--- src/rtl/cbe_mul.sv ---
// cbe_mul: registered fixed-point multiplier, rounded half away from zero
// result saturated to the internal range; no package dependency
module cbe_mul #(
    parameter int W = 22,
    parameter int F = 14
) (
    input  logic                i_clk,
    input  logic                i_en,
    input  logic signed [W-1:0] i_a,
    input  logic signed [W-1:0] i_b,
    output logic signed [W-1:0] o_p
);
    localparam int PW = 2*W - 1;
    localparam logic [W-2:0] LIM = '1;

    logic signed [W-1:0] neg_a, neg_b;
    logic [W-2:0]        ua, ub, ms;
    logic [PW-1:0]       prod;
    logic [PW-1-F:0]     m;
    logic                neg;
    logic signed [W-1:0] n_p, r_p;

    always_comb begin
        neg   = i_a[W-1] ^ i_b[W-1];
        neg_a = -i_a;
        neg_b = -i_b;
        ua    = i_a[W-1] ? neg_a[W-2:0] : i_a[W-2:0];
        ub    = i_b[W-1] ? neg_b[W-2:0] : i_b[W-2:0];
        prod  = PW'(ua) * PW'(ub) + (PW'(1) << (F-1));
        m     = prod[PW-1:F];
        ms    = (m > (PW-F)'(LIM)) ? LIM : m[W-2:0];
        n_p   = neg ? -$signed({1'b0, ms}) : $signed({1'b0, ms});
    end

    always_ff @(posedge i_clk) begin
        if (i_en) begin
            r_p <= n_p;
        end
    end

    assign o_p = r_p;

endmodule

--- config.mk ---
export PLATFORM = sky130hd
export DESIGN_NAME = cbe_mul
export DESIGN_NICKNAME = d
export VERILOG_FILES = /design/src/rtl/cbe_mul.sv
export SDC_FILE = /design/constraint.sdc
export NUM_CORES = 1
export LEC_CHECK = 0
export BUFFER_PORTS_ARGS = -buffer_cell sky130_fd_sc_hd__buf_2
export CORE_MARGIN = 8
export CORE_UTILIZATION = 60
export DETAILED_ROUTE_END_ITERATION = 12
export PLACE_DENSITY_LB_ADDON = 0.12
export SLEW_MARGIN = 10
export SYNTH_ARGS = -nofsm -noshare
export SYNTH_HDL_FRONTEND = slang
export SYNTH_SLANG_ARGS = --single-unit
--- constraint.sdc ---
create_clock -name i_clk -period 26.4 [get_ports i_clk]
set_clock_uncertainty 0.05 [all_clocks]
set_input_delay 2.64 -clock i_clk [delete_from_list [all_inputs] [get_ports i_clk]]
set_output_delay 2.64 -clock i_clk [all_outputs]
set_load 0.03 [all_outputs]
After elaboration in Yosys (flattened, before gate mapping) --
Cells that the tools add are included.
Storage, ports and cells: output and inout bits 22, bits in registers 22, bits in read-only memories 0, memories 0, RAM bits 0, input port bits 46, bits in latches 0, word-level logic and storage cells 13
Cells by class: div/mod/pow operators 0, bitwise operators 1, reductions and logical operators 0, shift-type cells 0, $mul 1, equality and inequality tests 0, mux-type cells 4, add/subtract/negate cells 4, $lt $le $gt $ge 1
Operators with widths (number):
- 21-bit 2-to-1 mux | 4
- 42-bit by 14-bit adder with 43-bit output (second input constant) | 1
- 21-bit by 21-bit multiplier with 42-bit output | 1
- 21-bit negator | 2
- 29-bit by 21-bit greater-than comparator with 1-bit output (second input constant) | 1
- 21-bit negator with 22-bit output | 1
- 1-bit XOR | 1

Depth between registers and ports, before layout --
Gate-level depths: netlist of the first run.
depth in word-level cells 8, gate-level depth with buffers 46, depth with buffers taken out 40

Worst setup path after synthesis of the first run --
Ideal clock, no wire load.
path type input to register, start point input i_a[6], end point register r_p[20] (netlist: o_p[20]) (data pin), buffers on the path 4, cell stages on the path 41, library setup time 0.268 ns, arrival time 12.809 ns, slack 13.273 ns, path through or4_1 > nor4_1 > nor2b_1 > nand2_1 > o41ai_1 > o21ai_0 > xor2_1 > clkbuf_1 > nand2_1 > fa_1 > inv_1 > fa_1 > ha_1 > fa_1 > fa_1 > fa_1 > inv_1 > fa_1 > (+5 left out) > a311o_1 > a21oi_1 > o221ai_1 > or2_2 > o21ai_0 > a21o_1 > buf_1 > nand3_4 > nor2_1 > ha_1 > nand2b_1 > mux2i_1 > and4_1 > clkbuf_1 > nand2_1 > nor4_1 > mux2i_1 > o22ai_1
On the way: longest elaborated chain between the ends 8
RTL lines:
- start: declaration | RTL line 9 | input logic signed [W-1:0] i_a,
- 21-bit negator | RTL line 25 | neg_a = -i_a;
- 21-bit 2-to-1 mux * | RTL line 27 | ua = i_a[W-1] ? neg_a[W-2:0] : i_a[W-2:0];
- 21-bit by 21-bit multiplier with 42-bit output * | RTL line 29 | prod = PW'(ua) * PW'(ub) + (PW'(1) << (F-1));
- 42-bit by 14-bit adder with 43-bit output * | RTL line 29
- 29-bit by 21-bit greater-than comparator with 1-bit output | RTL line 31 | ms = (m > (PW-F)'(LIM)) ? LIM : m[W-2:0];
- 21-bit 2-to-1 mux * | RTL line 31
- 21-bit negator with 22-bit output | RTL line 32 | n_p = neg ? -$signed({1'b0, ms}) : $signed({1'b0, ms});
- 21-bit 2-to-1 mux * | RTL line 32
- named net n_p[20] | RTL line 21 | logic signed [W-1:0] n_p, r_p;
- end signal: assignment | RTL line 37 | r_p <= n_p;
- end: declaration | RTL line 21
The timed path passes the listed nets; every way through them passes the cells marked *. A chain may end at the register's enable or synchronous reset.

Worst setup path in the final report of the first run --
start point input i_a[6], end point register r_p[18] (netlist: o_p[18]) (data pin)
Same word-level chain as after synthesis.

==> flow_metrics.py, run 1 <==
metrics = {
    "worst_hold_path": {
        "min-delay-path-class": "in -> reg",
    },
    "job": {
        "timing.max_cap.violations": 0,
    },
    "floorplanning": {
        "design.portCount": 68,
        "num_rows": 62,
        "floorplan.core_area_um2": 28630,
        "die_width_um": 186.2,
        "die_h_um": 186.2,
        "initial_standard_cell_utilization_of_the_core_pct": 60.71,
        "design.die.area_um2": 34670,
    },
    "global_route": {
        "maximum_number_of_pins_on_one_net_before_global_route_repair": 26,
        "first_global_vias": 15700,
        "grt_pass1_wl_mm": 84.06,
        "grt_overflow_total": 0,
        "grt_antenna_before_repair": 1,
        "track_usage_pct": 31.45,
    },
    "synth": {
        "syn_area_um2": 17380,
        "synth_seq_area_share_pct": 3.801,
        "most_frequent_cells_after_synthesis": "sky130_fd_sc_hd__inv_1, sky130_fd_sc_hd__fa_1, sky130_fd_sc_hd__nand2_1",
        "biggest_area_contributors_in_the_synthesized_netlist": "sky130_fd_sc_hd__fa_1, sky130_fd_sc_hd__ha_1, sky130_fd_sc_hd__inv_1",
        "yosysWarningCount": 0,
        "cell_variety_after_synth": 72,
        "post-synth-top-area-fraction_pct": 41.47,
        "synth_flop_cell": "sky130_fd_sc_hd__edfxtp_1",
        "average_cell_area_after_synthesis_um2": 8.384,
        "synthesized_instance_count": 2073,
        "async_reset_ff_share_pct": 0,
        "synth_top_area_cell": "sky130_fd_sc_hd__fa_1",
        "syn_nets": 2650,
        "count_of_flip_flops_with_a_built_in_enable_after_synthesis": 22,
        "ys_seq_elements": 22,
        "synth.most_common_cell": "sky130_fd_sc_hd__inv_1",
    },
    "layout": {
        "antennaDiodeCount": 0,
        "largest_register_ffs": 22,
        "syn2layout_area_growth_pct": 6.120,
        "final.fill_count": 2489,
        "drive_above_1_share_pct": 7.021,
        "num-nets-final": 2687,
        "stdcell_area_um2": 18440,
        "stdcell_count": 2492,
    },
    "routing": {
        "first_iteration_detailed_routing_drc_count": 1168,
        "vias": 14640,
        "overall_routed_net_length_mm": 50.99,
        "drtAntennaViolNets": 0,
        "drc": 0,
        "drt_pass1_iterations": 7,
        "wl_per_cell_um": 20.46,
        "avg_vias_per_cell": 5.876,
    },
    "clock_tree": {
        "tritoncts": "done",
        "tritoncts.num_buffers": 3,
        "cts_root_buf": "sky130_fd_sc_hd__clkbuf_16",
        "clk_path_buf_depth": 2,
        "cts_setup_buffers": 0,
        "worst_setup_hold_path_clk_slew_ps": 60,
        "clock_sink_count": 22,
        "post_cts_resize_count": 0,
        "hold_buffers": 0,
        "cts_max_level": 1,
    },
    "timing": {
        "setup_tns_ps": 0,
        "postLayoutSetupSlackWorst_ps": 11290,
        "timing_worst_slew_pin_value_ps": 1293,
        "setup_violations": 0,
        "timing.final.crit_share_pct": 57.25,
        "finalHoldViolations": 0,
        "slew_violations": 0,
        "grt_setup_unrepaired": "no",
        "clock.fmax_mhz": 66.17,
        "worst_rel_slew_slack_pct": 13.18,
        "layout_min_cycle_time_ps": 15110,
    },
    "placed_design": {
        "place.port_buffers": 67,
        "dp_worst_setup_slack_ps": 11390,
        "place_area_um2": 18350,
        "place_inst": 2489,
        "detailed_place_hpwl_mm": 42.47,
        "gpl.final_weighted_congestion": 0.9578,
    },
    "worst_setup_path": {
        "worst_path_most_repeated_cell": "sky130_fd_sc_hd__fa_1",
        "crit_path_leading_delay_family": "adder cells",
        "worst_ep_required_time_ps": 26310,
        "cpMaxStageDelayCell": "sky130_fd_sc_hd__o41ai_1",
        "crit_path_max_fanout": 21,
        "critical_path_startpoint_category": "input port",
        "slowest_delay_ps": 1040,
        "critical_path.endpoint_type": "flop",
        "critical_path_class": "in -> reg",
        "timing.critical_path.arrival_ps": 15020,
        "cp_num_buf_inv": 6,
    },
    "status": {
        "status": "finished, final reports clean",
    },
}
[per-layer routing]
metal / up-vias / global-route usage [%] / wire [um]
met2: 649 / 53.06 / 24280
met5: - / 0 / 12
met3: 172 / 5.594 / 4481
li1: 6505 / - / -
met1: 7314 / 39.02 / 19310
met4: 2 / 14.48 / 2901
[path summary, 6_finish.rpt]
check / end / cells after the start / startpoint
worst max-delay path: o_p[18]$_DFFE_PP_ / 40 / i_a[6]
worst min-delay path: o_p[1]$_DFFE_PP_ / 1 / i_en
[cell families (layout without fill, tap and decap cells)]
logic type | Yosys count | count (layout) | share of synthesized area, %
muxes | 13 | 13 | 0.7847
AOI/OAI and AO/OA | 235 | 235 | 9.352
adders and majority gates | 531 | 531 | 53.78
buffers and inverters | 530 | 565 | 11.52
xor gates and xnor gates | 90 | 90 | 4.536
DFF | 22 | 22 | 3.801
and+or+nand+nor | 652 | 652 | 16.23
[metrics by stage]
stage          utilization [%]  hold slack (ps)
5_1_grt                  64.43             2868
4_1_cts                  64.35             2837
6_report                 64.43             2835
3_5_place_dp             64.09             3071
2_1_floorplan                -             2703
3_3_place_gp             64.09             3070
[area by class of cell]
| type | count | area [um2] | share of cell area, % |
|---|---|---|---|
| Clock buffer | 3 | 75.07 | 0.4071 |
| Timing Repair Buffer | 110 | 658.1 | 3.569 |
| Sequential cell | 22 | 660.6 | 3.582 |
| Inverter | 452 | 1697 | 9.199 |
| Multi-Input combinational cell | 1521 | 14870 | 80.64 |
| Tap cell | 384 | 480.5 | 2.605 |
[placed cells by master, fill, tap and decap left out, drive strengths merged, types with 22 or more instances in the layout]
master / n
nor2: 213
edfxtp: 22
ha: 171
a21oi: 56
xnor2: 46
inv: 452
o21ai: 49
fa: 360
nand2: 312
xor2: 44
buf: 110
Power of run 1 is left out: the tool's default activity adds up to more than one toggle a clock period on the data nets, which glitch-free logic cannot reach.
==> inputs of run 2 (changes only) <==
Clock period 26.4 ns to 15.5 ns, I/O delays scaled along.
==> flow_metrics.py, run 2 (synthesis results as in run 1) <==
metrics = {
    "global_route": {
        "grt_overflow_total": 0,
        "grt_pass1_wl_mm": 83.02,
        "maximum_number_of_pins_on_one_net_before_global_route_repair": 26,
        "grt_antenna_before_repair": 0,
        "first_global_vias": 15480,
        "track_usage_pct": 31.08,
    },
    "timing": {
        "setup_tns_ps": 0,
        "worst_hold_slack_ps": 1736,
        "timing_worst_slew_pin_value_ps": 1322,
        "slew_violations": 0,
        "worst_rel_slew_slack_pct": 11.58,
        "finalHoldViolations": 0,
        "setup_violations": 0,
        "clock.fmax_mhz": 72.50,
        "timing.final.crit_share_pct": 88.98,
        "layout_min_cycle_time_ps": 13790,
        "grt_setup_unrepaired": "no",
    },
    "routing": {
        "drt_pass1_iterations": 6,
        "wl_per_cell_um": 20.40,
        "first_iteration_detailed_routing_drc_count": 1026,
        "vias": 14660,
        "avg_vias_per_cell": 5.875,
        "drtAntennaViolNets": 0,
        "overall_routed_net_length_mm": 50.91,
        "drc": 0,
    },
    "clock_tree": {
        "cts_root_buf": "sky130_fd_sc_hd__clkbuf_16",
        "hold_buffers": 0,
        "clk_path_buf_depth": 2,
        "clock_sink_count": 22,
        "cts_max_level": 1,
        "tritoncts.num_buffers": 3,
        "cts_setup_buffers": 0,
        "post_cts_resize_count": 0,
        "tritoncts": "done",
        "worst_setup_hold_path_clk_slew_ps": 60,
    },
    "worst_setup_path": {
        "worst_path_most_repeated_cell": "sky130_fd_sc_hd__fa_1",
        "critical_path.endpoint_type": "flop",
        "worstSetupStartpoint": "i_a[6]",
        "cpMaxStageDelayCell": "sky130_fd_sc_hd__o41ai_1",
        "timing.critical_path.to": "o_p[20]$_DFFE_PP_",
        "critical_path_class": "in -> reg",
        "worst_ep_required_time_ps": 15410,
        "slowest_delay_ps": 970,
        "crit_path_max_fanout": 21,
        "critical_path_startpoint_category": "input port",
        "timing.critical_path.arrival_ps": 13700,
    },
    "worst_hold_path": {
        "min-delay-path-class": "in -> reg",
    },
    "layout": {
        "drive_above_1_share_pct": 7.011,
        "syn2layout_area_growth_pct": 6.134,
        "layout_common_cells": "sky130_fd_sc_hd__inv_1, sky130_fd_sc_hd__fa_1, sky130_fd_sc_hd__nand2_1, sky130_fd_sc_hd__nor2_1, sky130_fd_sc_hd__ha_1",
        "largest_register_ffs": 22,
        "fin_util_pct": 64.44,
        "num-nets-final": 2690,
        "stdcell_area_um2": 18450,
        "layout.cells.most_common": "sky130_fd_sc_hd__inv_1",
    },
    "floorplanning": {
        "num_rows": 62,
        "design.portCount": 68,
        "floorplan.core_area_um2": 28630,
        "initial_standard_cell_utilization_of_the_core_pct": 60.71,
        "die_width_um": 186.2,
        "die_h_um": 186.2,
        "design.die.area_um2": 34670,
    },
    "job": {
        "timing.max_cap.violations": 0,
    },
    "placed_design": {
        "place.port_buffers": 67,
        "gpl.final_weighted_congestion": 0.9584,
        "place_area_um2": 18370,
        "detailed_place_hpwl_mm": 42.08,
    },
    "status": {
        "status": "finished, final reports clean",
    },
}
## run 2: worst max-delay path, delay by kind of cell
family	cells	cell delay, ps
AND/OR/NAND/NOR	14	3630
buffers and inverters	7	670
XOR/XNOR	1	640
AO/OA/AOI/OAI	8	2840
adder cells (fa/ha/maj)	9	3930
multiplexers	2	400
## run 2: stage by stage
| step | setup WS [ps] | instances |
|---|---|---|
| 3_5_place_dp | 1750 | 2492 |
| 3_3_place_gp | 2106 | 2492 |
| 5_1_grt | 1058 | 2495 |
| 2_1_floorplan | 3463 | 2073 |
| 4_1_cts | 1968 | 2495 |
| 6_report | 1708 | 2496 |
## run 2: worst min path at each step
stage	from	endpoint	slack [ps]	cells past startpoint
2_1_floorplan	i_en	o_p[0]$_DFFE_PP_	1610	0
4_1_cts	i_en	o_p[1]$_DFFE_PP_	1750	1
3_3_place_gp	o_p[10]$_DFFE_PP_	o_p[10]	1980	1
3_5_place_dp	o_p[8]$_DFFE_PP_	o_p[8]	1980	1
5_1_grt	i_en	o_p[0]$_DFFE_PP_	1760	1
6_report	i_en	o_p[0]$_DFFE_PP_	1740	1
## run 2: per-layer routing
layer	vias to the layer above	global-route usage (%)	wire length, um
met4	0	13.46	2685
met2	631	52.79	24480
li1	6521	-	-
met5	-	0	0
met1	7345	39.05	19480
met3	166	4.856	4270
## run 2: area by class of cell
class,count,area [um2]
Inverter,452,1697
Multi-Input combinational cell,1521,14850
Clock buffer,3,75.07
Tap cell,384,480.5
Sequential cell,22,660.6
Antenna cell,1,2.502
Timing Repair Buffer,113,680.7
Fill cell,2532,10180
Power of run 2 is left out for the same reason.
